<file path="src/hw/rtl/hcbp_pkg.sv">
// shared types and constants for the huffman code bit packer
`timescale 1ns / 1ps
`default_nettype none

package hcbp_pkg;

    localparam int unsigned SYM_W  = 7;
    localparam int unsigned CODE_W = 31;
    localparam int unsigned LEN_W  = 5;
    localparam int unsigned OP_W   = 2;
    localparam int unsigned BYTE_W = 8;
    localparam int unsigned ACC_W  = 7;
    localparam int unsigned CNT_W  = 3;
    // pending bits plus the longest code, rounded up to whole bytes
    localparam int unsigned BUF_W  = 40;
    localparam int unsigned TOT_W  = 6;

    localparam logic [OP_W-1:0] OP_LOAD   = 2'd0;
    localparam logic [OP_W-1:0] OP_ENCODE = 2'd1;
    localparam logic [OP_W-1:0] OP_FINISH = 2'd2;

    typedef struct packed {
        logic [OP_W-1:0] op;
        logic            hit;
    } hcbp_item_t;

endpackage

`default_nettype wire

</file>
<file path="src/hw/rtl/hcbp_code_table.sv">
// code table memory with per-entry valid bits and registered read
`timescale 1ns / 1ps
`default_nettype none

module hcbp_code_table
    import hcbp_pkg::*;
#(
    parameter int SYMBOL_COUNT = 128,
    localparam int IDX_W = $clog2(SYMBOL_COUNT)
)
(
    input  wire logic              clk,
    input  wire logic              rst_n,
    input  wire logic              wr_en,
    input  wire logic [IDX_W-1:0]  wr_idx,
    input  wire logic [CODE_W-1:0] wr_code,
    input  wire logic [LEN_W-1:0]  wr_len,
    input  wire logic              rd_en,
    input  wire logic [IDX_W-1:0]  rd_idx,
    output logic      [CODE_W-1:0] rd_code,
    output logic      [LEN_W-1:0]  rd_len
);

    logic [CODE_W+LEN_W-1:0] mem [SYMBOL_COUNT];
    logic [SYMBOL_COUNT-1:0] valid_reg;
    logic [CODE_W+LEN_W-1:0] rd_data_reg;
    logic                    rd_valid_reg;

    always_ff @(posedge clk)
    begin
        if (wr_en)
        begin
            mem[wr_idx] <= {wr_code, wr_len};
        end
        if (rd_en)
        begin
            rd_data_reg <= mem[rd_idx];
        end
    end

    always_ff @(posedge clk or negedge rst_n)
    begin
        if (!rst_n)
        begin
            valid_reg    <= '0;
            rd_valid_reg <= 1'b0;
        end
        else
        begin
            if (wr_en)
            begin
                valid_reg[wr_idx] <= 1'b1;
            end
            if (rd_en)
            begin
                rd_valid_reg <= valid_reg[rd_idx];
            end
        end
    end

    // an entry never loaded reads as length zero
    assign rd_code = rd_valid_reg ? rd_data_reg[CODE_W+LEN_W-1:LEN_W] : '0;
    assign rd_len  = rd_valid_reg ? rd_data_reg[LEN_W-1:0] : '0;

endmodule

`default_nettype wire

</file>
<file path="config.mk">
export PLATFORM = sky130hd
export DESIGN_NAME = hcbp_code_table
export DESIGN_NICKNAME = d
export VERILOG_FILES = /design/src/hw/rtl/hcbp_pkg.sv /design/src/hw/rtl/hcbp_code_table.sv
export SDC_FILE = /design/constraint.sdc
export NUM_CORES = 2
export LEC_CHECK = 0
export BUFFER_PORTS_ARGS = -buffer_cell sky130_fd_sc_hd__buf_2
export CORE_MARGIN = 5
export CORE_UTILIZATION = 39
export CTS_CLUSTER_SIZE = 14
export DETAILED_ROUTE_END_ITERATION = 8
export SLEW_MARGIN = 20
export SYNTH_ARGS = -nofsm -noshare
export SYNTH_HDL_FRONTEND = slang
export SYNTH_MEMORY_MAX_BITS = 65536
export SYNTH_SLANG_ARGS = --single-unit
</file>
<file path="constraint.sdc">
create_clock -name clk -period 2.05 [get_ports clk]
set_input_delay 0.3075 -clock clk [delete_from_list [all_inputs] [get_ports clk]]
set_output_delay 0.3075 -clock clk [all_outputs]
set_load 0.02 [all_outputs]
</file>
==> results.tsv <==
stage	metric	value	unit
clock_tree	clk_path_buf_depth	4	
synthesis	synth-edff-count	4644	
global_routing	first_global_vias	88400	
sta	relSlewSlack	0.349	
die	dieHeight	691	um
sta	post-route-period-util	1.25	
sta	finClkSkew	59.7	ps
die	row_count	250	
power	powerDensity	931	mW/mm^2
synthesis	postSynthNetCount	7267	
die	core	0.463	sq mm
layout	drive_above_1_share	0.416	
die	die_area	0.477	sq mm
routing	final_antenna_net_count	0	
critical_path	end_kind	output pin	
routing	drc_errors	0	
critical_path	worst-path-stages	2	
sta	finalHoldViolCount	0	
synthesis	async_reset_ff_frac	0.0270	
critical_path	cpPeakStageDelay	870	ps
job	drv_cap	0	
die	start_util	0.391	
die	die-width	691	um
routing	routed_via_density	5.76	
worst_hold_path	holdPathEnd	mem[100][0]	
routing	first_pass_iters	5	
power	max-vdd-ir-drop	0.845	mV
layout	syn2layout_area_growth	21.4	%
place	dpl_cell_area	0.202	sq mm
synthesis	synth-main-ff-cell	edfxtp_1	
layout	finalNetCount	8526	
critical_path	cp_data_arrival_time	2260	ps
critical_path	cp_slowest_cell	edfxtp_1	
routing	wl	504000	um
sta	worstMarginPinSlew	977	ps
routing	drtIter0Drc	11300	
layout	fin_cells	15100	
clock_tree	htree_levels	5	
clock_tree	cts_tree	built	
routing	vias	86700	
critical_path	crit_chain	and2_4 -> buf_6	
layout	largest_register_ffs	4608	
place	gp_congestion	0.822	
layout	fin_util	0.474	
run_status	status	complete, but fails checks	
run_status	violations	setup timing	
clock_tree	clock_latency	1020	ps
synthesis	yosysUniqueCellTypes	35	
sta	min_period	2570	ps
synthesis	syn_area	0.181	sq mm
critical_path	worst-path-max-fanout	2	
critical_path	cp_num_buf_inv	1	
worst_hold_path	hold_path.class	input port to flop	
critical_path	r2r_setup_slack	-320	ps
sta	setup_viol	73	
sta	grt_setup_unrepaired	yes	
clock_tree	clock-root-buffer	clkbuf_16	
critical_path	required	1740	ps
global_routing	grt_usage	0.208	
global_routing	grt_max_degree	129	
place	dp_slack	-1640	ps
synthesis	syn_inst	7213	
synthesis	yosysWarningCount	0	
clock_tree	cts_sinks	4773	
synthesis	synth-seq-area-share	0.789	
critical_path	worst-r2r-cell-count	5	
die	num_io_pins	90	
synthesis	syn_avg_cell_area	25.1	sq um
clock_tree	numCtsBuffers	461	
synthesis	ys_ff_latch	4773	
sta	fin_ws	-518	ps
global_routing	antenna_found_initial	33	
sta	fmax	389	MHz
critical_path	r2r_start	mem[51][31]	
place	dp_hpwl	318000	um
critical_path	path_class	flop to output pin	
global_routing	grt_overflow	0	
worst_hold_path	min_path_cells	5	
clock_tree	clk_pin_slew	60	ps
power	p_leak	69.7	nW
critical_path	crit_family	flip-flops	
worst_hold_path	worstHoldStart	wr_idx[0]	
critical_path	r2r_end	rd_data_reg[31]	
place	numPortBuffers	89	
layout	fin_area	0.219	sq mm
place	place_inst	14100	
global_routing	grt_first_pass_wirelength	701000	um
routing	routedWlPerCell	33.5	um
sta	maxSlewViolCount	0	
power	p_total	0.204	W
critical_path	critPathLaunchType	flop	
## what timing repair did
item,4_1_cts,5_1_grt
endpoints found under the hold margin,2441,0
setup endpoints to repair,73,73
gates resized for setup,305,52
hold buffers,42,0
buffers inserted,1,2
gates cloned,2,2
pin swaps,60,26
## area by class of cell
| class | instances | area [sq um] |
|---|---|---|
| antenna | 13 | 32.5 |
| tap | 6174 | 7720 |
| inverter | 7 | 26.3 |
| fill | 36800 | 243000 |
| timing repair buffer | 1172 | 15500 |
| clock buffer | 555 | 12000 |
| clock inverter | 302 | 2720 |
| sequential | 4773 | 143000 |
| multi-input combinational | 2057 | 38700 |
## cell families (layout without fill, tap and decap cells)
| logic type | after synthesis | after routing | synth area share |
|---|---|---|---|
| compound gates | 161 | 161 | 0.00572 |
| buf+inv | 383 | 2036 | 0.00924 |
| mux | 1490 | 1490 | 0.184 |
| simple gates | 406 | 406 | 0.0118 |
| flops | 4773 | 4773 | 0.789 |
| other cells | 0 | 13 | 0 |
## power breakdown
part / switching (W) / leakage (nW) / internal [W] / total (W)
Sequential: 0.000553 / 43.5 / 0.108 / 0.108
Clock: 0.0362 / 7.25 / 0.0473 / 0.0835
Combinational: 0.00687 / 19.0 / 0.00553 / 0.0124
## how the worst max path moves through the flow
stage                                from              end  slack [ps]
final                      rd_data_reg[8]       rd_code[3]        -520
after floorplan                 wr_idx[0]      mem[123][0]        -330
after global placement          rd_idx[0]  rd_data_reg[29]       -1740
after global routing      rd_data_reg[18]      rd_code[13]        -560
after CTS                  rd_data_reg[8]       rd_code[3]        -570
after detailed placement        rd_idx[0]   rd_data_reg[5]       -1640
## stage by stage
stage	TNS (ps)	hold WS [ps]
finish	-18180	122
global route	-21670	86.7
CTS	-22880	17.4
global placement	-51550	124
detailed placement	-53430	124
floorplan	-1184980	11.9
## placed cells by master, fill, tap and decap left out, drive strengths merged, types with 4 or more instances in the layout
cell / netlist / final
a22oi: 4 / 4
nor2b: 8 / 8
o221ai: 4 / 4
nand4: 4 / 4
dlygate4sd3: 0 / 42
edfxtp: 4644 / 4644
inv: 6 / 20
diode: 0 / 13
nor4: 36 / 36
mux2i: 22 / 22
nand2b: 5 / 5
and2: 36 / 36
nand3: 17 / 17
nor2: 134 / 134
mux2: 4 / 4
nand2: 26 / 26
clkinv: 1 / 233
buf: 181 / 1128
clkbuf: 195 / 557
bufinv: 0 / 44
dfrtp: 129 / 129
or2: 128 / 128
o22ai: 144 / 144
nand3b: 5 / 5
mux4: 1464 / 1464
clkinvlp: 0 / 12
## tightest hold or removal path: cells and delay by family
family,cells,cell delay [ps]
buffers and inverters,3,450
and+or+nand+nor,2,200
## layer usage
layer	routed length, um	GRT usage
met5	103	0
met4	12600	0.0499
met3	49500	0.0483
met2	240000	0.330
met1	202000	0.294
## cells in the mapped netlist (15+ instances only)
library cell / number / area [sq um]
nor2_1: 134 / 503
edfxtp_1: 4644 / 139000
dfrtp_1: 129 / 3230
buf_1: 15 / 56.3
nor4_1: 36 / 225
and2_1: 36 / 225
nand3_1: 17 / 85.1
or2_2: 128 / 801
buf_2: 159 / 796
mux2i_1: 22 / 220
mux4_2: 1464 / 33000
clkbuf_1: 195 / 732
o22ai_1: 144 / 901
nand2_1: 26 / 97.6
No activity file was read; power rests on OpenSTA's default activity.
