`config.mk`:
```
export PLATFORM = sky130hd
export DESIGN_NAME = hcbp_packer
export DESIGN_NICKNAME = d
export VERILOG_FILES = /design/src/hw/rtl/hcbp_pkg.sv /design/src/hw/rtl/hcbp_packer.sv
export SDC_FILE = /design/constraint.sdc
export NUM_CORES = 1
export LEC_CHECK = 0
export BUFFER_PORTS_ARGS = -buffer_cell sky130_fd_sc_hd__buf_2
export CAP_MARGIN = 30
export CORE_MARGIN = 4
export CORE_UTILIZATION = 40
export CTS_BUF_LIST = sky130_fd_sc_hd__clkbuf_4
export CTS_CLUSTER_SIZE = 30
export DETAILED_ROUTE_END_ITERATION = 10
export GPL_TIMING_DRIVEN = 0
export MAX_ROUTING_LAYER = met4
export PLACE_DENSITY = 0.65
export SYNTH_ARGS = -nofsm -noshare
export SYNTH_HDL_FRONTEND = slang
export SYNTH_SLANG_ARGS = --single-unit
```
`constraint.sdc`:
```
create_clock -name clk -period 3.75 [get_ports clk]
set_input_delay 0.375 -clock clk [delete_from_list [all_inputs] [get_ports clk]]
set_output_delay 0.375 -clock clk [all_outputs]
set_load 0.02 [all_outputs]
```
`src/hw/rtl/hcbp_pkg.sv`:
```
// shared types and constants for the huffman code bit packer
`timescale 1ns / 1ps
`default_nettype none

package hcbp_pkg;

    localparam int unsigned SYM_W  = 7;
    localparam int unsigned CODE_W = 31;
    localparam int unsigned LEN_W  = 5;
    localparam int unsigned OP_W   = 2;
    localparam int unsigned BYTE_W = 8;
    localparam int unsigned ACC_W  = 7;
    localparam int unsigned CNT_W  = 3;
    // pending bits plus the longest code, rounded up to whole bytes
    localparam int unsigned BUF_W  = 40;
    localparam int unsigned TOT_W  = 6;

    localparam logic [OP_W-1:0] OP_LOAD   = 2'd0;
    localparam logic [OP_W-1:0] OP_ENCODE = 2'd1;
    localparam logic [OP_W-1:0] OP_FINISH = 2'd2;

    typedef struct packed {
        logic [OP_W-1:0] op;
        logic            hit;
    } hcbp_item_t;

endpackage

`default_nettype wire

```
`src/hw/rtl/hcbp_packer.sv`:
```
// bit accumulator, byte packing and output byte buffer
`timescale 1ns / 1ps
`default_nettype none

module hcbp_packer
    import hcbp_pkg::*;
(
    input  wire logic              clk,
    input  wire logic              rst_n,
    input  wire logic              item_valid,
    input  wire hcbp_item_t        item,
    input  wire logic [CODE_W-1:0] entry_code,
    input  wire logic [LEN_W-1:0]  entry_len,
    output logic                   item_take,
    output logic [BYTE_W-1:0]      out_byte,
    output logic                   last_of_run,
    output logic                   stream_end,
    output logic                   out_valid,
    input  wire logic              out_ready
);

    logic [ACC_W-1:0]        acc_reg, acc_next;
    logic [CNT_W-1:0]        pend_reg, pend_next;
    logic [BUF_W-1:0]        buf_reg, buf_next;
    logic [CNT_W-1:0]        cnt_reg, cnt_next;
    logic                    fin_reg, fin_next;

    logic                    appends;
    logic                    is_finish;
    logic [LEN_W-1:0]        len_eff;
    logic [CODE_W-1:0]       code_eff;
    logic [CODE_W+ACC_W-1:0] combined;
    logic [TOT_W-1:0]        total;
    logic [BUF_W-1:0]        aligned;
    logic [CNT_W-1:0]        full_bytes;
    logic                    pad;
    logic                    pop;

    assign pop       = out_valid && out_ready;
    assign item_take = item_valid && ((cnt_reg == '0) || ((cnt_reg == CNT_W'(1)) && out_ready));

    always_comb
    begin
        is_finish = (item.op == OP_FINISH);
        appends   = ((item.op == OP_ENCODE) || is_finish) && item.hit;
        len_eff   = appends ? entry_len : '0;
        // a request that appends nothing must leave the pending bits alone
        code_eff  = appends ? entry_code : '0;
        combined  = ({{CODE_W{1'b0}}, acc_reg} << len_eff) | {{ACC_W{1'b0}}, code_eff};
        total     = TOT_W'(pend_reg) + TOT_W'(len_eff);
        // left-align the valid bits so the first byte sits at the top
        aligned    = {{(BUF_W-CODE_W-ACC_W){1'b0}}, combined} << (TOT_W'(BUF_W) - total);
        full_bytes = total[TOT_W-1:3];
        pad        = is_finish && (total[2:0] != '0);

        if (is_finish)
        begin
            acc_next  = '0;
            pend_next = '0;
        end
        else
        begin
            acc_next  = combined[ACC_W-1:0] & ~({ACC_W{1'b1}} << total[2:0]);
            pend_next = total[2:0];
        end

        buf_next = buf_reg;
        cnt_next = cnt_reg;
        fin_next = fin_reg;
        if (item_take)
        begin
            buf_next = aligned;
            cnt_next = full_bytes + CNT_W'(pad);
            fin_next = is_finish;
        end
        else if (pop)
        begin
            buf_next = buf_reg << BYTE_W;
            cnt_next = cnt_reg - CNT_W'(1);
        end
    end

    always_ff @(posedge clk or negedge rst_n)
    begin
        if (!rst_n)
        begin
            acc_reg  <= '0;
            pend_reg <= '0;
            cnt_reg  <= '0;
            fin_reg  <= 1'b0;
        end
        else
        begin
            if (item_take)
            begin
                acc_reg  <= acc_next;
                pend_reg <= pend_next;
            end
            cnt_reg <= cnt_next;
            fin_reg <= fin_next;
        end
    end

    always_ff @(posedge clk)
    begin
        buf_reg <= buf_next;
    end

    assign out_valid   = (cnt_reg != '0);
    assign out_byte    = buf_reg[BUF_W-1 -: BYTE_W];
    assign last_of_run = (cnt_reg == CNT_W'(1));
    assign stream_end  = (cnt_reg == CNT_W'(1)) && fin_reg;

endmodule

`default_nettype wire

```
==> results.ini <==
[logic_synthesis]
netlist_top_cells_area=sky130_fd_sc_hd__edfxtp_1 18%, sky130_fd_sc_hd__mux4_2 5.4%, sky130_fd_sc_hd__dfrtp_1 5.2%
synth_cells=816
synth.cell_area_sq_um=6686
synth_warnings=0
ys_seq_area_share_pct=23.20
postSynth.topFlopCell=sky130_fd_sc_hd__edfxtp_1
yosysTopAreaCell=sky130_fd_sc_hd__edfxtp_1
synth-edff-count=40
synth_nets=871
ys_ff_latch=54
post_synth_num_cell_types=96
netlist.area_leader.share_pct=17.96
async_flop_share_pct=25.93
syn-mean-instance-area_sq_um=8.194

[hold_path]
worstHoldPathType=input port to register

[route]
final_antenna_net_count=0
vias_per_cell=6.822
met2_wirelength_um=13290
met3RoutedLength_um=2540
drc=0
detail_route.wirelength.met1_um=11870
wl_per_cell_um=25.87
num_vias=7613
wirelength_um=28870
first_iter_violations=1015
drt_pass1_iterations=6
topRoutingLayerUsed=met4

[cells_and_area]
syn_to_final_growth_pct=17.96
ff_latch_area_sq_um=1551
fillers=1668
largest_register_ff_count=40
final_nets=949
final_layout_size_suffix_gt1_share_pct=26.26
multi_input_area_sq_um=4928
design_area_sq_um=7888

[floorplan]
std_cell_rows=47
floorplan.core_area_sq_um=16470
die_height_um=137.3
initial_core_utilization_pct=40.61
io-pin-count=55
die_x_um=137.3
fp.dieArea_sq_um=18850

[placed_design]
place.detailed.hpwl_um=22120
place_area_sq_um=7358
place_congestion=1.087
placement.setup.worst_slack_ns=-1.203
io_buffers=53

[critical_path]
critical-path-top-delay-family=buffers and inverters
worst_path_max_delay_cell=sky130_fd_sc_hd__mux4_2
critPathRequiredTime_ns=3.91
timing.critical_path.cells=buf_2 -> inv_1 -> ha_4 -> buf_6 -> nor2b_4 -> buf_6 -> buf_6 -> clkbuf_16 -> and3_4 -> ha_4 -> or3_4 -> and2_4 -> ha_4 -> inv_2 -> buf_8 -> mux4_2 -> a221oi_2 -> a221oi_2
crit_type=input port to register
critical_path.n_buffers_inverters=8
critPathMaxStageDelay_ns=0.60
critPathLaunchType=input port
critical_path_fanout_max=10
crit_arrival_ns=3.90
worst_setup_end_kind=register

[timing]
grt_setup_unrepaired=yes
timing.final.max_slew_violations=0
slew-limit-headroom_pct=44.14
setup_violations=0
post-route-worst-setup-slack_ns=0.004572
clock.fmax_mhz=267.0
worstMarginPinSlew_ns=0.8308
holdWs_ns=0.2808
totalNegativeSetupSlack_ns=0
min_period_over_period_pct=99.88
finalWorstPathRequiredPeriod_ns=3.745
timing_hold_violations_final=0
fin_skew_ns=0.01682

[grt]
global_route_wire_length_before_repair_um=43480
initial_antenna_violation_count=1
globalRouteOverflowTotal=0
via_count_of_the_first_global_routing_pass=7065
grt.total_usage_pct=31.13
grt_max_degree=46

[pwr]
finalPower_mw=7.293
power.static_leakage_nw=3.009
power_report.internal_total_mw=3.288
fraction_of_power_spent_switching_nets_pct=54.91
clockPowerShare_pct=3.6
switchingPower_mw=4.004
comb_power_share_pct=82.9
ir_drop_mv=0.4184
share_seq_of_total_power_pct=13.5
cellPowerDensity_nw_per_um2=924.6

[clocking]
clock_edge_transition_at_the_registers_on_the_reported_setup_and_hold_paths_ns=0.16
ctsLongestPathBuffers=2
clock-sinks=54
cts_tree=done
clk-insertion-delay-late_ns=0.39
clk_root_buffer_cell=sky130_fd_sc_hd__clkbuf_4
cts-buffers-inserted=5
cts_max_level=2

[run]
max_cap_viol_count=0

[status]
run_status=finished clean

==> stage by stage <==
step | std cells | util [%]
final | 1116 | 47.90
after global routing | 1116 | 47.90
after CTS | 1110 | 46.76
after detailed placement | 1090 | 44.69
after global placement | 1089 | 44.61
after floorplan | 816 | -
==> layer usage <==
layer / GRT usage [%] / up-vias
met5: - / -
met4: 12.36 / 0
met3: 3.652 / 81
met2: 49.16 / 545
met1: 40.87 / 3661
li1: - / 3326
==> worst reg2reg max path: stages (launching register included) <==
cell                       delay [ns]
sky130_fd_sc_hd__dfrtp_1         0.41
sky130_fd_sc_hd__clkbuf_1        0.26
sky130_fd_sc_hd__mux2_4          0.40
sky130_fd_sc_hd__o22ai_1         0.54
sky130_fd_sc_hd__nor3_1          0.16
sky130_fd_sc_hd__o22ai_1         0.48
sky130_fd_sc_hd__inv_2           0.11
sky130_fd_sc_hd__o21ai_0         0.40
sky130_fd_sc_hd__mux2i_1         0.18
sky130_fd_sc_hd__a211o_1         0.32
sky130_fd_sc_hd__a32o_1          0.24
==> kinds of logic (layout without fill, tap and decap cells) <==
kind of cell	after synthesis	count (layout)	synth area share (%)
compound gates	280	280	30.54
mux	57	57	11.94
xor+xnor	11	11	1.946
other cells	0	1	0
fa+ha+maj	12	12	2.245
simple gates	293	293	22.21
buf+inv	109	188	7.915
flops	54	54	23.20
==> worst paths after layout <==
path	start	to	slack [ns]	depth (start not counted)
worst max-delay path	item[1]	buf_reg[37]	0.005	18
worst min-delay path	out_ready	cnt_reg[2]	0.28	3
worst max register to register	acc_reg[1]	buf_reg[30]	0.02	10
worst min register to register	fin_reg	fin_reg	0.49	2
max in group asynchronous	rst_n	cnt_reg[1]	3.12	2
min in group asynchronous	rst_n	pend_reg[0]	0.40	2
==> what timing repair did <==
item | CTS | global route
endpoints found under the setup margin | 40 | 34
resized for setup | 36 | 36
cloned | 0 | 1
endpoints found under the hold margin | 14 | 0
hold buffers | 1 | 0
pin swaps | 5 | 5
buffers inserted | 11 | 3
==> final cells by class <==
class                      count  share of cell area, %
multi-input combinational    653                  62.48
sequential                    54                  19.67
buffer                        80                  6.805
timing repair buffer          71                  5.441
tap                          220                  3.490
inverter                      29                  1.412
clock buffer                   5                 0.4759
clock inverter                 3                 0.1904
antenna                        1                0.03173
==> cell usage in the layout (no fill, tap or decap), types with 13 or more instances in the layout <==
cell type	Yosys	layout
sky130_fd_sc_hd__buf_4	17	31
sky130_fd_sc_hd__inv_1	24	22
sky130_fd_sc_hd__mux2i_1	27	25
sky130_fd_sc_hd__edfxtp_1	40	40
sky130_fd_sc_hd__a211oi_1	15	13
sky130_fd_sc_hd__mux4_2	16	16
sky130_fd_sc_hd__o21ai_0	38	36
sky130_fd_sc_hd__clkbuf_1	33	17
sky130_fd_sc_hd__dfrtp_1	14	14
sky130_fd_sc_hd__o211ai_1	14	14
sky130_fd_sc_hd__buf_2	21	71
sky130_fd_sc_hd__nor2_1	79	76
sky130_fd_sc_hd__nand3_1	16	16
sky130_fd_sc_hd__a21oi_1	46	43
sky130_fd_sc_hd__nor3_1	28	28
sky130_fd_sc_hd__a221oi_1	18	13
sky130_fd_sc_hd__nand2_1	89	87
==> power groups by stage <==
stage          logic, mW  registers, mW  clock network [mW]
3_3_place_gp        5.35          0.993                   0
5_1_grt             6.35           1.01               0.288
2_1_floorplan       3.90          0.967                   0
3_5_place_dp        5.35           1.00                   0
4_1_cts             5.65          0.988               0.266
6_report            6.04          0.985               0.264
==> synth_stat cells (5+ instances only) <==
library cell and n:
sky130_fd_sc_hd__nand4b_1 5, sky130_fd_sc_hd__o211ai_1 14, sky130_fd_sc_hd__xnor2_1 5, sky130_fd_sc_hd__a21o_1 6, sky130_fd_sc_hd__o41ai_1 5, sky130_fd_sc_hd__a221o_1 7
sky130_fd_sc_hd__a22oi_1 5, sky130_fd_sc_hd__and3b_1 5, sky130_fd_sc_hd__mux2_2 10, sky130_fd_sc_hd__mux2i_1 27, sky130_fd_sc_hd__buf_1 5, sky130_fd_sc_hd__o221ai_1 6
sky130_fd_sc_hd__a22o_1 11, sky130_fd_sc_hd__o31ai_1 11, sky130_fd_sc_hd__a32o_1 5, sky130_fd_sc_hd__a31oi_1 9, sky130_fd_sc_hd__clkbuf_1 33, sky130_fd_sc_hd__dfrtp_1 14
sky130_fd_sc_hd__o21ai_1 7, sky130_fd_sc_hd__buf_4 17, sky130_fd_sc_hd__ha_1 12, sky130_fd_sc_hd__nand3_1 16, sky130_fd_sc_hd__nand2b_1 6, sky130_fd_sc_hd__nor4_1 6
sky130_fd_sc_hd__a211oi_1 15, sky130_fd_sc_hd__o32ai_1 5, sky130_fd_sc_hd__buf_2 21, sky130_fd_sc_hd__a211o_1 6, sky130_fd_sc_hd__nand2_1 89, sky130_fd_sc_hd__o21a_1 9
sky130_fd_sc_hd__inv_1 24, sky130_fd_sc_hd__nor3_1 28, sky130_fd_sc_hd__nor3b_1 7, sky130_fd_sc_hd__a21oi_1 46, sky130_fd_sc_hd__o21ai_0 38, sky130_fd_sc_hd__or3_1 6
sky130_fd_sc_hd__and3_1 6, sky130_fd_sc_hd__nor2_1 79, sky130_fd_sc_hd__mux4_2 16, sky130_fd_sc_hd__edfxtp_1 40, sky130_fd_sc_hd__a221oi_1 18, sky130_fd_sc_hd__and2_1 9
sky130_fd_sc_hd__o22ai_1 13
Power figures use the tool's default switching activity.
